===== config.mk =====
export PLATFORM = sky130hd
export DESIGN_NAME = wfml_seq
export DESIGN_NICKNAME = d
export VERILOG_FILES = /design/src/hdl/wavetable_frame_morph_lookup_macros.svh /design/src/hdl/wfml_pkg.sv /design/src/hdl/wfml_seq.sv
export SDC_FILE = /design/constraint.sdc
export NUM_CORES = 1
export LEC_CHECK = 0
export ABC_AREA = 1
export BUFFER_PORTS_ARGS = -buffer_cell sky130_fd_sc_hd__buf_2
export CORE_MARGIN = 3
export CORE_UTILIZATION = 35
export CTS_CLUSTER_SIZE = 25
export DETAILED_ROUTE_END_ITERATION = 7
export REMOVE_ABC_BUFFERS = 1
export SYNTH_ARGS = -nofsm -noshare
export SYNTH_HDL_FRONTEND = slang
export SYNTH_SLANG_ARGS = --single-unit

===== constraint.sdc =====
create_clock -name i_clk -period 4.23 [get_ports i_clk]
set_input_delay 0.846 -clock i_clk [delete_from_list [all_inputs] [get_ports i_clk]]
set_output_delay 0.846 -clock i_clk [all_outputs]
set_load 0.005 [all_outputs]

===== src/hdl/wavetable_frame_morph_lookup_macros.svh =====
// assertion macros for the wavetable frame morph lookup
`ifndef WAVETABLE_FRAME_MORPH_LOOKUP_MACROS_SVH
`define WAVETABLE_FRAME_MORPH_LOOKUP_MACROS_SVH

// consequent checked in the same cycle
`define WFML_ASSERT_SAME(label, clk, rst_n, ante, cons, msg) \
    label: assert property (@(posedge clk) disable iff (!rst_n) (ante) |-> (cons)) \
        else $error(msg);

// consequent checked in the cycle after the antecedent
`define WFML_ASSERT_NEXT(label, clk, rst_n, ante, cons, msg) \
    label: assert property (@(posedge clk) disable iff (!rst_n) (ante) |=> (cons)) \
        else $error(msg);

`endif


===== src/hdl/wfml_pkg.sv =====
// shared types and constants of the wavetable frame morph lookup
package wfml_pkg;

    localparam int unsigned FRAME_SAMPLES = 2048;
    localparam int unsigned FRAME_SPAN    = 15;

    localparam int unsigned SAMPLE_W  = 16;
    localparam int unsigned ADDR_IN_W = 12;
    localparam int unsigned PF_W      = 24;
    localparam int unsigned MORPH_W   = 16;
    localparam int unsigned FF_W      = 16;
    localparam int unsigned BASE_W    = 4;

    localparam int unsigned OUTQ_DEPTH = 4;

    typedef logic signed [SAMPLE_W-1:0] t_sample;

    typedef enum logic [1:0] {
        STEP_A0,
        STEP_B0,
        STEP_A1,
        STEP_B1
    } t_step;

    typedef enum logic [1:0] {
        SEL_LOWER,
        SEL_UPPER,
        SEL_BLEND
    } t_sel;

    typedef struct packed {
        logic            vld;
        t_step           step;
        logic [PF_W-1:0] pf;
        t_sel            sel;
        logic [FF_W-1:0] ff;
    } t_tag;

endpackage


===== src/hdl/wfml_seq.sv =====
// input stage and store access sequencer, four reads per read word
module wfml_seq #(
    parameter int unsigned FRAME_SAMPLES = wfml_pkg::FRAME_SAMPLES,
    parameter int unsigned FRAME_SPAN    = wfml_pkg::FRAME_SPAN,
    localparam int unsigned AW = $clog2(2 * FRAME_SAMPLES)
) (
    input  logic                           i_clk,
    input  logic                           i_rst_n,
    input  logic                           i_valid,
    output logic                           o_ready,
    input  logic                           i_mode,
    input  logic [wfml_pkg::ADDR_IN_W-1:0] i_write_address,
    input  wfml_pkg::t_sample              i_write_data,
    input  logic [wfml_pkg::PF_W-1:0]      i_phase,
    input  logic [wfml_pkg::MORPH_W-1:0]   i_morph,
    input  logic [wfml_pkg::BASE_W-1:0]    i_base_frame,
    input  logic                           i_pop,
    output logic                           o_mem_we,
    output logic [AW-1:0]                  o_mem_addr,
    output wfml_pkg::t_sample              o_mem_wdata,
    output wfml_pkg::t_tag                 o_tag
);

    localparam int unsigned IW    = $clog2(FRAME_SAMPLES);
    localparam int unsigned PW    = wfml_pkg::PF_W + IW;
    localparam int unsigned SW    = $clog2(FRAME_SPAN + 1);
    localparam int unsigned MW    = wfml_pkg::FF_W + SW;
    localparam int unsigned CW    = $clog2(wfml_pkg::OUTQ_DEPTH + 1);
    localparam int unsigned DEPTH = 2 * FRAME_SAMPLES;

    logic                           r_busy;
    wfml_pkg::t_step                r_step;
    logic [CW-1:0]                  r_cnt;
    logic                           n_busy;
    wfml_pkg::t_step                n_step;
    logic [CW-1:0]                  n_cnt;

    logic                           r_mode;
    logic [wfml_pkg::ADDR_IN_W-1:0] r_waddr;
    wfml_pkg::t_sample              r_wdata;
    logic [IW-1:0]                  r_idx;
    logic [IW-1:0]                  r_nxt;
    logic [wfml_pkg::PF_W-1:0]      r_pf;
    wfml_pkg::t_sel                 r_sel;
    logic [wfml_pkg::FF_W-1:0]      r_ff;

    logic [PW-1:0]                  w_prod;
    logic [IW-1:0]                  w_idx;
    logic [IW-1:0]                  w_nxt;
    logic [wfml_pkg::PF_W-1:0]      w_pf;
    logic [MW-1:0]                  w_m;
    logic [SW-1:0]                  w_fi;
    logic [wfml_pkg::FF_W-1:0]      w_ff;
    wfml_pkg::t_sel                 w_sel;
    logic                           w_last;
    logic                           w_free;
    logic                           w_credit;
    logic                           w_accept;
    logic                           w_in_range;

    // phase and morph split at the input
    always_comb begin
        w_prod = PW'(i_phase) * PW'(FRAME_SAMPLES);
        w_idx  = w_prod[PW-1:wfml_pkg::PF_W];
        w_pf   = w_prod[wfml_pkg::PF_W-1:0];
        w_nxt  = (w_idx == IW'(FRAME_SAMPLES - 1)) ? '0 : w_idx + IW'(1);
        w_m    = MW'(i_morph) * MW'(FRAME_SPAN);
        w_fi   = w_m[MW-1:wfml_pkg::FF_W];
        w_ff   = w_m[wfml_pkg::FF_W-1:0];
        priority if (32'(w_fi) > 32'(i_base_frame)) begin
            w_sel = wfml_pkg::SEL_UPPER;
        end else if (32'(w_fi) < 32'(i_base_frame)) begin
            w_sel = wfml_pkg::SEL_LOWER;
        end else begin
            w_sel = wfml_pkg::SEL_BLEND;
        end
    end

    assign w_last   = r_busy && (!r_mode || (r_step == wfml_pkg::STEP_B1));
    assign w_free   = !r_busy || w_last;
    assign w_credit = r_cnt < CW'(wfml_pkg::OUTQ_DEPTH);
    assign o_ready  = i_rst_n && w_free && (!i_mode || w_credit);
    assign w_accept = i_valid && o_ready;

    always_comb begin
        n_busy = r_busy;
        n_step = r_step;
        if (w_accept) begin
            n_busy = 1'b1;
            n_step = wfml_pkg::STEP_A0;
        end else if (w_last) begin
            n_busy = 1'b0;
        end else if (r_busy) begin
            unique case (r_step)
                wfml_pkg::STEP_A0: n_step = wfml_pkg::STEP_B0;
                wfml_pkg::STEP_B0: n_step = wfml_pkg::STEP_A1;
                wfml_pkg::STEP_A1: n_step = wfml_pkg::STEP_B1;
                wfml_pkg::STEP_B1: n_step = wfml_pkg::STEP_A0;
            endcase
        end
        // one credit per read word until its result leaves the output queue
        n_cnt = r_cnt + CW'(w_accept && i_mode) - CW'(i_pop);
    end

    always_ff @(posedge i_clk) begin
        if (!i_rst_n) begin
            r_busy <= 1'b0;
            r_step <= wfml_pkg::STEP_A0;
            r_cnt  <= '0;
        end else begin
            r_busy <= n_busy;
            r_step <= n_step;
            r_cnt  <= n_cnt;
        end
    end

    always_ff @(posedge i_clk) begin
        if (w_accept) begin
            r_mode  <= i_mode;
            r_waddr <= i_write_address;
            r_wdata <= i_write_data;
            r_idx   <= w_idx;
            r_nxt   <= w_nxt;
            r_pf    <= w_pf;
            r_sel   <= w_sel;
            r_ff    <= w_ff;
        end
    end

    assign w_in_range  = 32'(r_waddr) < DEPTH;
    assign o_mem_we    = r_busy && !r_mode && w_in_range;
    assign o_mem_wdata = r_wdata;

    always_comb begin
        o_mem_addr = AW'(r_waddr);
        if (r_mode) begin
            unique case (r_step)
                wfml_pkg::STEP_A0: o_mem_addr = AW'(r_idx);
                wfml_pkg::STEP_B0: o_mem_addr = AW'(r_nxt);
                wfml_pkg::STEP_A1: o_mem_addr = AW'(FRAME_SAMPLES) + AW'(r_idx);
                wfml_pkg::STEP_B1: o_mem_addr = AW'(FRAME_SAMPLES) + AW'(r_nxt);
            endcase
        end
    end

    always_comb begin
        o_tag.vld  = r_busy && r_mode;
        o_tag.step = r_step;
        o_tag.pf   = r_pf;
        o_tag.sel  = r_sel;
        o_tag.ff   = r_ff;
    end

endmodule


### After elaboration in Yosys (flattened, before gate mapping)

Index checks and enable logic that the tools add are counted.

* flip-flop bits (word level): 88
* output and inout port bits: 75
* input bits: 77
* word-level logic and storage cells: 49

* muxes and demuxes: 6
* equality and inequality tests: 4
* add/subtract/negate cells: 5
* multipliers: 1
* order comparisons: 3
* reduce and logical (&&, ||, !) cells: 17
* bitwise operators: 2

Operators with widths (count)
* $pmux 12 s4: 1
* $add 12x11->12 const A: 2
* $mul 16x4->20 const B: 1
* $mux 12: 1
* $add 11x1->11 const B: 1
* $eq 11x11->1 const B: 1
* $pmux 2 s4: 1
* $logic_and 1x1->1: 7
* $eq 2x2->1 const B: 2
* $gt 4x4->1: 1
* $lt 4x4->1: 1
* $add 3x1->3: 1
* $logic_not 1->1: 3
* $logic_or 1x1->1: 3
* $lt 3x3->1 const B: 1
* $sub 3x1->3: 1
* $eq 2x1->1 const B: 1
* $logic_not 2->1: 1
* $mux 1: 2
* $mux 2: 1
* $not 1->1: 2
* $reduce_and 2->1: 1
* $reduce_bool 2->1: 1
* $reduce_or 2->1: 1

### Longest topological paths before layout

Gate-level depths: netlist (run 1).

* depth in word-level cells: 10
* depth in mapped cells: 19
* mapped depth without buffers: 19

### Worst setup path after synthesis (run 1)

Ideal clock, no wire load.

* path kind: input -> register
* start point: input i_mode
* end point: register r_cnt[2]
* slack: -0.322 ns
* arrival: 4.432 ns
* stages: 11
* buffers on the path: 0
* library setup time: 0.120 ns
* data required time: 4.110 ns
* cells stage by stage: nand2_1 -> nand2_1 -> nor3b_4 -> nand2_1 -> ha_1 -> inv_1 -> ha_1 -> inv_1 -> fa_1 -> o21ai_0 -> a21oi_1

* word-level cells in the longest chain between the ends: 7

RTL lines
* start: declaration: RTL line wfml_seq.sv:11 `input logic i_mode,`
* $logic_not 1->1: RTL line wfml_seq.sv:82 `assign o_ready = i_rst_n && w_free && (!i_mode || w_credit);`
* $logic_or 1x1->1: RTL line wfml_seq.sv:82
* $logic_and 1x1->1: RTL line wfml_seq.sv:82
* $logic_and 1x1->1: RTL line wfml_seq.sv:83 `assign w_accept = i_valid && o_ready;`
* $logic_and 1x1->1 *: RTL line wfml_seq.sv:102 `n_cnt = r_cnt + CW'(w_accept && i_mode) - CW'(i_pop);`
* $add 3x1->3 *: RTL line wfml_seq.sv:102
* $sub 3x1->3 *: RTL line wfml_seq.sv:102
* end signal: assignment: RTL line wfml_seq.sv:113 `r_cnt <= n_cnt;`
* end: declaration: RTL line wfml_seq.sv:33 `logic [CW-1:0] r_cnt;`

Every way passes the cells marked *; elsewhere a longest branch is shown, timed or not.
A chain may end at the register's enable or synchronous reset.

### Final worst setup path (run 1)

* start point: input i_morph[13] in the netlist's numbering
* end point: register r_sel[0] (data pin)

* word-level cells in the longest chain between the ends: 2

RTL lines
* start: declaration: RTL line wfml_seq.sv:15 `input logic [wfml_pkg::MORPH_W-1:0] i_morph,`
* $mul 16x4->20: RTL line wfml_seq.sv:67 `w_m = MW'(i_morph) * MW'(FRAME_SPAN);`
* $gt 4x4->1: RTL line wfml_seq.sv:70 `priority if (32'(w_fi) > 32'(i_base_frame)) begin`
* end signal: assignment: RTL line wfml_seq.sv:125 `r_sel <= w_sel;`
* end: declaration: RTL line wfml_seq.sv:44 `wfml_pkg::t_sel r_sel;`

Every way passes these cells.

==> results, run 1 <==
- At the later pin of the worst-skew pair, clock insertion delay measures 0.33 ns.
- The end of the worst register-to-register path is r_cnt[2].
- The clock transition at the register clock pins on the worst setup and hold paths after CTS is 0.06 ns.
- The library cell used as clock root buffer is sky130_fd_sc_hd__clkbuf_16.
- For this design, the CTS-stage hold fixing added 0 buffers.
- The number of standard cells after synthesis is 513.
- The main flop type after synthesis is sky130_fd_sc_hd__edfxtp_1.
- The number of warnings reported in the yosys synthesis log is 0.
- The worst-case hold slack is 0.5292 ns.
- For the worst flop-to-flop path, the logic depth is 11.
- The final setup violation count is 0.
- The startpoint type of the worst setup path is an input pin.
- Setup repair after global routing left no endpoint under its margin.
- After synthesis the netlist holds a flip-flop and latch count of 88.
- The HPWL after detailed placement is 8784 um.
- For this run, the slowest stage of the critical path takes 0.51 ns.
- The congestion estimate from routability-driven global placement came to 0.8431.
- The minimum setup slack in the final design is 0.3536 ns.
- The startpoint identified for the worst hold timing path is r_step[0].
- The number of slew-limit violations in the final report is 0.
- The largest clock skew in the final design is 0.006207 ns.
- The pre-antenna-repair detailed-routing pass consisted of 4 iterations.
- The total standard cell area after synthesis is 0.005325 mm^2.
- The overall die width is 129.3 um.
- Traced cell by cell, the critical path runs through buf_2, inv_1, fa_1, fa_1, inv_1, ha_1, a21oi_1, o21ai_0, a21oi_1, nand2_1, nand2_1, nand2_1, ha_1, a21oi_1, o211a_1, nor2_1.
- For this run, design rule violations remaining after detail routing come to 0.
- The number of buffers added by the clock tree synthesis step is 9.
- The fraction of final layout cells with drive strength greater than 1 is 26.40%.
- The worst setup path is captured at a flop.
- The maximum clock path buffer count is 2.
- OpenSTA, run right after detailed placement, puts the worst setup slack at 0.0003153 ns.
- Summed over all layers, the routed wires come to 10900 um.
- The cell at the slowest stage of the critical path is sky130_fd_sc_hd__fa_1.
- The count of unique library cells instantiated by Yosys is 34.
- The achievable clock frequency is 258.0 MHz.
- Data on the critical path is required at its endpoint by 4.33 ns.
- Entering global routing, the biggest net connects 86 pins.
- The count of nets left with antenna violations after detail routing is 0.
- The destination of the worst hold path is r_step[0].
- Port buffering added 140 buffers.
- The effective utilization at floorplan is 36.23%.
- The min-delay analysis places its worst path in the category reg2reg.
- The worst hold path stage count is 2.
- The commonest cells after synthesis are 98 x sky130_fd_sc_hd__inv_1, 86 x sky130_fd_sc_hd__nand2_1, 82 x sky130_fd_sc_hd__edfxtp_1, 37 x sky130_fd_sc_hd__nor2_1, 35 x sky130_fd_sc_hd__ha_1.
- The number of synthesized flops with an enable pin is 82.
- The flow ran to the end, and the final reports show no timing, DRC or antenna violations.
- Across the VDD grid, the largest voltage drop is 0.0001476 V.
- The critical-path maximum fanout is 5.
- By instance count, the leading cell after synthesis is sky130_fd_sc_hd__inv_1.
- The worst setup path category is in2reg.
- Across all layers, the routed design uses 3809 vias.
- Counting flops with an async set or reset pin after synthesis yields a share of 0%.
- The post-cts resize count is 0.
- The total overflow left after global routing is 0.
- The CTS tree is built.
- The source of the worst register-to-register timing path is r_mode.
- Ranked by total cell area, the synthesized netlist is headed by sky130_fd_sc_hd__edfxtp_1 46%, sky130_fd_sc_hd__fa_1 11%, sky130_fd_sc_hd__ha_1 8.2%.
- The net count of the finished layout is 799.
- Across the run, the number of max-cap violations was 0.
- Relative to the synthesized area, the layout overhead comes to 22.34%.
- Overall power consumption after layout is estimated at 2778 uW.
- In the final routed layout, each cell accounts on average for 12.87 um.
- The number of clock sinks seen by CTS is 88.
- The total power density per cell area is 426.4 mW/mm^2.
- In this run the static leakage power is 0.003106 uW.
- The core region is 0.01470 mm^2.
- In this run, the number of DRC markers left after iteration 0 of detailed routing was 205.
- The initialized floorplan defines 44 standard-cell rows.
- The library cell occupying the most area in the post-synthesis netlist is sky130_fd_sc_hd__edfxtp_1.
- Sequential elements use 48.50% of the synthesized area.
- The number of setup buffers added after CTS is 0.
- The final cycle utilization of the critical path is 91.64%.
- The clock tree synthesis step divided the H-tree into 3 levels.
- For the worst setup path, the data arrival time is 3.97 ns.
- The time the worst path needs with I/O delays and setup is 3.876 ns.
- For the pin with the worst max-slew slack, the measured transition is 1.066 ns.
- The area fraction of the dominant cell type after synthesis is 46.24%.
- Measured against its own limit, the worst slew margin works out to 28.92%.
- The total routing usage reported by global routing is 13.04%.
- The ratio of routed vias to standard cells is 4.497.
- The number of failing hold endpoints at the final stage is 0.
- The post-synthesis average cell area is 10.38 um^2.
- The flop-to-flop setup slack is 1.67 ns.
- During I/O placement, the number of pins put on the boundary was 152.
- Once layout is complete, the utilization of the core stands at 44.32%.
- The global-route wire length before repair is 17690 um.
- The via count of the first global-routing pass was 3807.
- The area of the die is 0.01673 mm^2.
- The floorplan die height is 129.3 um.
- The number of antenna violations at the first check in global routing is 0.
- The diode insertion count for antenna repair is 0.
[state kept, by name, summed over array words and instances, names as in the netlist, 2 cells and up]
register,flops
r_pf,13
r_sel,2
r_idx,11
r_cnt,3
r_step,2
r_waddr,12
o_mem_wdata,16
r_ff,16
r_nxt,11
[power breakdown]
part	leakage [uW]	switching (uW)	internal, uW
sequential	0.000813	26.7	1080
clock	0.000160	317	504
combinational	0.00213	521	334
total	0.00311	865	1910
[through the flow]
step	TNS [ns]	cell area [um^2]	std cells
2_1_floorplan	-0.5750	5248	505
3_3_place_gp	0	6193	831
3_5_place_dp	0	6193	831
4_1_cts	0	6515	847
5_1_grt	0	6515	847
6_report	0	6515	847
[worst max path at each step]
stage / start / endpoint / cells after the start
floorplan: i_mode / r_cnt[2] / 11
global placement: i_morph[13] / r_sel[1] / 16
detailed placement: i_morph[13] / r_sel[1] / 16
CTS: i_morph[13] / r_sel[1] / 16
global route: i_morph[13] / r_sel[0] / 16
finish: i_morph[13] / r_sel[0] / 16
[routing by layer]
metal	GRT usage (%)	up-vias	share of wire (%)
li1	-	1932	-
met1	15.74	1772	42
met2	23.63	94	51
met3	2.597	11	6.1
met4	3.644	0	1.4
met5	0	-	0
[final cells by class]
class / instances / area (um^2)
Fill cell: 1433 / 8184
Sequential cell: 88 / 2582
Multi-Input combinational cell: 318 / 2293
Timing Repair Buffer: 142 / 715.7
Inverter: 99 / 371.6
Clock buffer: 14 / 306.5
Tap cell: 184 / 230.2
Clock inverter: 2 / 15.01
[logic make-up after synthesis]
logic type      Yosys count  synth area share [%]
compound gates           55                 5.757
xor+xnor                 17                 2.796
fa+ha+maj                64                 19.13
buf+inv                 117                 9.140
flops                    88                 48.50
other cells               1               0.07042
simple gates            171                 14.62
[placed cells by master, fill, tap and decap left out, drive strengths merged, types with 3 or more instances in the layout]
cell	n
ha	35
nor3	7
fa	29
or2	3
nand3	28
a31oi	11
conb	11
nor2	39
clkbuf	14
dfxtp	6
o21ai	23
nand2	89
xor2	15
edfxtp	82
buf	142
a21oi	18
inv	100
[critical path: cells and delay by family]
kind | cells | cell delay [ns]
buf+inv | 3 | 0.36
fa+ha+maj | 4 | 1.66
compound gates | 5 | 0.86
simple gates | 4 | 0.21
Power figures use the tool's default switching activity.
==> run 2, diff against run 1 <==
- clock period: 4.23 -> 4.3 ns (I/O delays scaled with it)
==> run 2 against run 1 <==
Effect of this change:
- non-clock buffer count unchanged
- design area decreased by 0.73%
- routed wire length shrank 0.39%
- utilization fell by 0.32 points
- largest cell class unchanged
==> results, run 2 (same netlist as run 1, synthesis figures left out) <==
- After clock tree synthesis, the repair step resized 0 gates.
- For the worst-skew pair, the clock arrives at the later sink with an insertion delay of 0.33 ns.
- Summing over every cut layer, the via total after detailed routing is 3829.
- The final net count is 799.
- The critical-path maximum fanout is 5.
- Global routing used 13.06% of the available tracks across all layers.
- The wire-length estimate of the detail-placed layout is 8804 um.
- The number of stages on the worst setup path is 16.
- The area of the die is 0.01673 mm^2.
- Once the clock tree was built, the setup fixing pass inserted 0 buffers.
- The overall overflow remaining after global route is 0.
- The via count of the first global-routing pass came to 3838.
- The critical path is of the in2reg type.
- The largest clock skew in the final design is 0.005275 ns.
- Once the floorplan was initialized, standard cells occupied 36.23% of the core.
- Summed over all failing endpoints, the final setup total negative slack is 0 ns.
- The first global-routing pass estimated 17570 um of wire.
- The critical path's largest stage delay is 0.51 ns.
- For this design the top-level I/O count stands at 152.
- The critical path capture point type is a flop.
- In this run the static leakage power is 0.003071 uW.
- The clock transition at the register clock pins on the worst setup and hold paths after CTS is 0.06 ns.
- The destination of the worst hold path is r_step[0].
- STA classifies the critical path startpoint as an input pin.
- Leaving out fill and tap cells, the most frequent cell in the layout is sky130_fd_sc_hd__buf_2.
- The area growth from synthesis to layout is 21.45%.
- Headroom to the max-slew limit came out at 28.99%.
- Measured in cells, the most critical reg-to-reg path has a length of 11.
- In the layout the commonest cells are 140 x sky130_fd_sc_hd__buf_2, 98 x sky130_fd_sc_hd__inv_1, 86 x sky130_fd_sc_hd__nand2_1.
- The largest individual stage delay along the critical path comes from the cell sky130_fd_sc_hd__fa_1.
- The run finished with clean final reports.
- Static timing analysis puts the maximum clock frequency at 256.6 MHz.
- At the worst endpoint, the required time is 4.39 ns.
- The library cell used as clock root buffer is sky130_fd_sc_hd__clkbuf_16.
- Along the worst hold path, the cell count comes to 2.
- Setup violations remaining at the end of the flow were counted as 0.
- The worst-case hold slack is 0.5239 ns.
- TritonCTS built the clock tree.
- The wire length reported by the detailed router is 10860 um.
- Dividing the detail-routed wire length by the instance count gives 12.82 um.
- The flop-to-flop setup slack is 1.77 ns.
- The number of slew-limit violations in the final report came to 0.
- The number of port buffers is 140.
- In this run, the number of DRC markers left after iteration 0 of detailed routing was 170.
- Cells fill 44.00% of the core in the end.
- The family of cells with the greatest summed delay on the critical path is adder cells.
- Counting every sink on the clock net gives 88.
- The startpoint of the lowest-slack hold path is r_step[0].
- The total power density per cell area is 408.3 mW/mm^2.
- The number of hold buffers added after cts is 0.
- The core footprint is 0.01470 mm^2.
- The worst voltage drop across the vdd grid is 0.0001462 V.
- Setup repair after global routing left no endpoint under its margin.
- The critical path goes through buf_2, inv_1, fa_1, fa_1, inv_1, ha_1, a21oi_1, o21ai_0, a21oi_1, nand2_1, nand2_1, nand2_1, ha_1, a21oi_1, o211a_1, nor2_1.
- Counting the buffers created by CTS gives 9.
- Dividing the final minimum period by the clock period gives 90.65%.
- The clock passes through at most 2 buffers.
- The time the worst path needs with I/O delays and setup is 3.898 ns.
- The congestion estimate from routability-driven global placement came to 0.8431.
- In this run the vertical extent of the chip is 129.3 um.
- The worst path buffer plus inverter count is 3.
- Row generation in the floorplan step produced 44 rows.
- The count of TritonRoute iterations in the first routing pass is 4.
- The fraction of final layout cells with drive strength greater than 1 is 26.40%.
- The number of antenna violations at the first check in global routing is 0.
- The max capacitance violation total is 0.
- The pin count of the biggest net entering global routing is 86.
- The slew at the pin with the worst max-slew slack is 1.065 ns.
- The repair_antennas step left the layout with diodes totalling 0.
- The clock tree synthesis step divided the H-tree into 3 levels.
- Dividing the detail-routed via count by the number of cells gives 4.521.
- The floorplan step set the die width to 129.3 um.
- The post-route DRC violation count is 0.
- Data arrives at the worst endpoint at 3.99 ns.
- The end of the worst register-to-register path is r_cnt[2].
- The class of the tightest hold or removal check is reg2reg.
- The number of failing hold endpoints at the final stage is 0.
- The source of the worst register-to-register timing path is r_mode.
- The count of nets left with antenna violations after detail routing is 0.
[run 2: cell count changes in the layout (fill, tap and decap cells not counted)]
cell | previous run | this run
sky130_fd_sc_hd__inv_4 | 1 | 0
sky130_fd_sc_hd__clkbuf_8 | 2 | 0
sky130_fd_sc_hd__clkbuf_16 | 11 | 9
sky130_fd_sc_hd__clkinv_2 | 0 | 1
sky130_fd_sc_hd__clkinvlp_4 | 0 | 3
sky130_fd_sc_hd__inv_6 | 0 | 1
[run 2: per-layer routing]
metal  vias to the layer above  part of all wire, %  GRT usage (%)
met4                         0                  1.9          5.374
met1                      1781                   41          15.52
met5                         -                    0              0
li1                       1937                    -              -
met3                        12                  6.1          2.020
met2                        99                   51          23.54
[run 2: worst reg2reg max path: stages (launching register included)]
cell	delay, ns
sky130_fd_sc_hd__edfxtp_1	0.89
sky130_fd_sc_hd__nand2_2	0.16
sky130_fd_sc_hd__nor2_4	0.20
sky130_fd_sc_hd__nor3b_4	0.06
sky130_fd_sc_hd__nand2_1	0.06
sky130_fd_sc_hd__ha_1	0.22
sky130_fd_sc_hd__inv_1	0.06
sky130_fd_sc_hd__ha_1	0.13
sky130_fd_sc_hd__inv_1	0.04
sky130_fd_sc_hd__fa_1	0.37
sky130_fd_sc_hd__o21ai_0	0.17
sky130_fd_sc_hd__a21oi_1	0.05
[run 2: area by class of cell]
class / count / area [um^2]
clock buffer: 10 / 229.0
clock inverter: 6 / 45.04
fill: 1430 / 8232
inverter: 99 / 371.6
multi-input combinational: 318 / 2293
sequential: 88 / 2582
tap: 184 / 230.2
timing repair buffer: 142 / 715.7
[run 2: worst max path at each step]
stage               end  slack [ns]         from
4_1_cts        r_sel[1]        0.42  i_morph[13]
5_1_grt        r_sel[1]        0.16  i_morph[13]
2_1_floorplan  r_cnt[2]       -0.27       i_mode
3_3_place_gp   r_sel[1]        0.12  i_morph[13]
3_5_place_dp   r_sel[1]        0.04  i_morph[13]
6_report       r_sel[1]        0.40  i_morph[13]
[run 2: power by group]
group	total [uW]	switching, uW	leakage (uW)	internal, uW
clock network	710	317	0.000125	393
registers	1080	26.4	0.000813	1060
logic	846	517	0.00213	329
total	2640	860	0.00307	1780
[run 2: stage by stage]
| step | instance area (um^2) | total power (uW) | cells | setup WS (ns) |
|---|---|---|---|---|
| after floorplan | 5248 | 1693 | 505 | -0.2656 |
| after global placement | 6193 | 1939 | 831 | 0.1246 |
| after detailed placement | 6193 | 1958 | 831 | 0.04462 |
| after CTS | 6467 | 2678 | 847 | 0.4163 |
| after global routing | 6467 | 2845 | 847 | 0.1566 |
| final | 6467 | 2641 | 847 | 0.4022 |
==> run 3, diff against run 2 <==
- CELL_PAD_IN_SITES_DETAIL_PLACEMENT: unset -> 0
- CELL_PAD_IN_SITES_GLOBAL_PLACEMENT: unset -> 1
- PLACE_DENSITY_LB_ADDON: unset -> 0.1
- RECOVER_POWER: unset -> 25
==> run 3 against run 2 <==
Effect of this change:
- register-to-register slack gained 0.17 ns
- die area unchanged
- sequential power barely moved
- utilization is 0.068 points higher
- clock power rose by 7.9%
- non-clock buffer count grew 2
- setup slack gained 0.047 ns
- count of clock-buffer cells in the layout fell by 1
- critical path depth is the same
- sequential share of layout area decreased by 0.062 points
- critical path type unchanged
- largest power group unchanged
==> results, run 3 (same netlist as run 1, synthesis figures left out) <==
- The worst register-to-register path has a setup slack of 1.94 ns.
- The total area inside the core boundary comes to 0.01470 mm^2.
- Of all nets on the critical path, the largest fanout is 5.
- The floorplan die height is 129.3 um.
- The library cell used as clock root buffer is sky130_fd_sc_hd__clkbuf_16.
- Setup repair after global routing left no endpoint under its margin.
- The layout overhead on the synthesized area is 21.64%.
- The data required time at the worst endpoint is 4.40 ns.
- The longest clock path from root to sink contains 2 buffers.
- The critical path is of the in2reg type.
- Among all stages on the critical path, the largest delay is contributed by sky130_fd_sc_hd__fa_1.
- The slew at the pin with the worst max-slew slack is 1.074 ns.
- At the worst endpoint, the arrival time is 3.95 ns.
- The floorplan has 44 rows.
- The top cell types in the final layout, fill and taps aside, are 126 x sky130_fd_sc_hd__buf_2, 98 x sky130_fd_sc_hd__inv_1, 86 x sky130_fd_sc_hd__nand2_1.
- 0 antenna diodes ended up in the layout.
- Timing would allow up to 259.7 MHz.
- STA classifies the critical path startpoint as an input pin.
- The length of routed met3 wiring is 483 um.
- The ratio of routed vias to standard cells is 4.406.
- The clock transition at the register clock pins on the worst setup and hold paths after CTS is 0.06 ns.
- On the final layout, the worst clock skew is 0.005775 ns.
- The number of failing hold endpoints at the final stage was 0.
- The library cell used most frequently in the layout, excluding fill and tap cells, is sky130_fd_sc_hd__buf_2.
- The number of antenna violations at the first check in global routing is 0.
- The critical path's largest stage delay is 0.52 ns.
- The via count of the first global-routing pass was 3755.
- The detail route stage leaves a number of antenna-violating nets equal to 0.
- Detailed placement ended at an HPWL of 9044 um.
- Pin placement for this block handled 152 I/O pins.
- The max capacitance violation total is 0.
- The number of slew-limit violations in the final report came to 0.
- Walking the worst path, the cells encountered are buf_2, inv_1, fa_1, fa_1, inv_1, ha_1, a21oi_1, o21ai_0, a21oi_1, nand2_1, nand2_1, nand2_1, ha_1, a21oi_1, o211a_1, nor2_1.
- Global routing finished with a remaining overflow of 0.
- The number of buffers added by the clock tree synthesis step is 9.
- For the final routed database, the setup TNS stands at 0 ns.
- The flow ran to the end, and the final reports show no timing, DRC or antenna violations.
- The worst voltage drop across the vdd grid is 0.0001453 V.
- The detailed router put a total of 4814 um of wire on met1.
- For this design the ratio of total power to cell area is 417.4 mW/mm^2.
- The final net count is 801.
- Across all hold checks on the routed design, the worst slack comes to 0.5392 ns.
- TritonCTS built the clock tree.
- The critical path capture point type is a flop.
- The final cycle utilization of the critical path is 89.55%.
- For this design, the sink count on the clock tree is 88.
- The sum of met2 wire segment lengths after detailed routing is 5928 um.
- Once the floorplan was initialized, standard cells occupied 36.23% of the core.
- The number of hold buffers added after cts is 0.
- After detailed routing, the total wire length is 11380 um.
- Together, buffers and inverters on the worst path number 3.
- In this run the tool buffered the top-level ports with 140 buffer cells.
- The highest metal layer used by the detailed router is met4.
- The H-tree depth is 3.
- In the final layout, the multi-input gates occupy 0.002283 mm^2.
- Counting the fill cells in the layout gives 1479.
- The overall die width is 129.3 um.
- The DRC marker count from the first detailed-route iteration is 222.
- Once the clock tree was built, the setup fixing pass inserted 0 buffers.
- On the critical path the largest part of the delay comes from adder cells.
- The die covers 0.01673 mm^2.
- The clock latency of the later-clocked register in the worst-skew pair is 0.34 ns.
- The last weighted congestion value of the routability-driven placer is 0.7957.
- The static leakage is 0.003056 uW.
- In the final layout, flip-flops and latches occupy 0.002582 mm^2.
- The post-route DRC violation count is 0.
- The smallest clock period supported by the final layout is computed as 3.850 ns.
- The post-cts resize count is 0.
- In the final layout, the share of cells above drive strength 1 is 24.21%.
- After detailed routing, the average wire length per cell comes to 13.41 um.
- The pin count of the biggest net entering global routing is 86.
- The tightest min-delay check is of the reg2reg type.
- The final setup violation count is 0.
- The total via count after detailed routing is 3741.
- The max-slew headroom at the worst pin is 28.40%.
- The total routing usage reported by global routing is 13.72%.
- The global-route wire length before repair is 18100 um.
- The count of TritonRoute iterations in the first routing pass is 4.
[run 3: layout make-up]
type	instances	area share, %
inverter	99	5.737
multi-input combinational	318	35.25
timing repair buffer	144	11.01
clock buffer	9	3.477
sequential	88	39.87
tap	184	3.554
clock inverter	7	1.101
[run 3: report_power, final]
group          total, uW  switching [uW]  internal [uW]
Combinational        860             522            338
Clock                766             317            450
Sequential          1080            19.8           1060
Total               2700             858           1850
[run 3: tightest hold or removal path, cell delays in order (launching register included)]
cell and delay (ns):
sky130_fd_sc_hd__dfxtp_1 0.35, sky130_fd_sc_hd__nand2_1 0.08, sky130_fd_sc_hd__a211oi_1 0.05
[run 3: metal layers]
metal	up-vias	GRT usage [%]
met2	67	24.02
met5	-	0
met3	9	2.185
met1	1726	17.11
met4	0	5.065
li1	1939	-
[run 3: path summary, 6_finish.rpt]
kind / depth (start not counted) / end / start
worst min-delay path: 2 / r_step[0] / r_step[0]
worst max-delay path: 16 / r_sel[1] / i_morph[11]
worst max register to register: 12 / r_cnt[2] / r_mode
worst min register to register: 2 / r_step[0] / r_step[0]
[run 3: stage by stage]
step                cell area [um^2]  cells  util, %  worst slack (ns)  power, uW
floorplan                       5248    505        -           -0.2656       1693
global placement                6208    833    42.24            0.1114       1966
detailed placement              6208    833    42.24           0.08535       1975
CTS                             6505    849    44.25            0.4422       2759
global route                    6477    849    44.07            0.1843       2922
finish                          6477    849    44.07            0.4495       2704
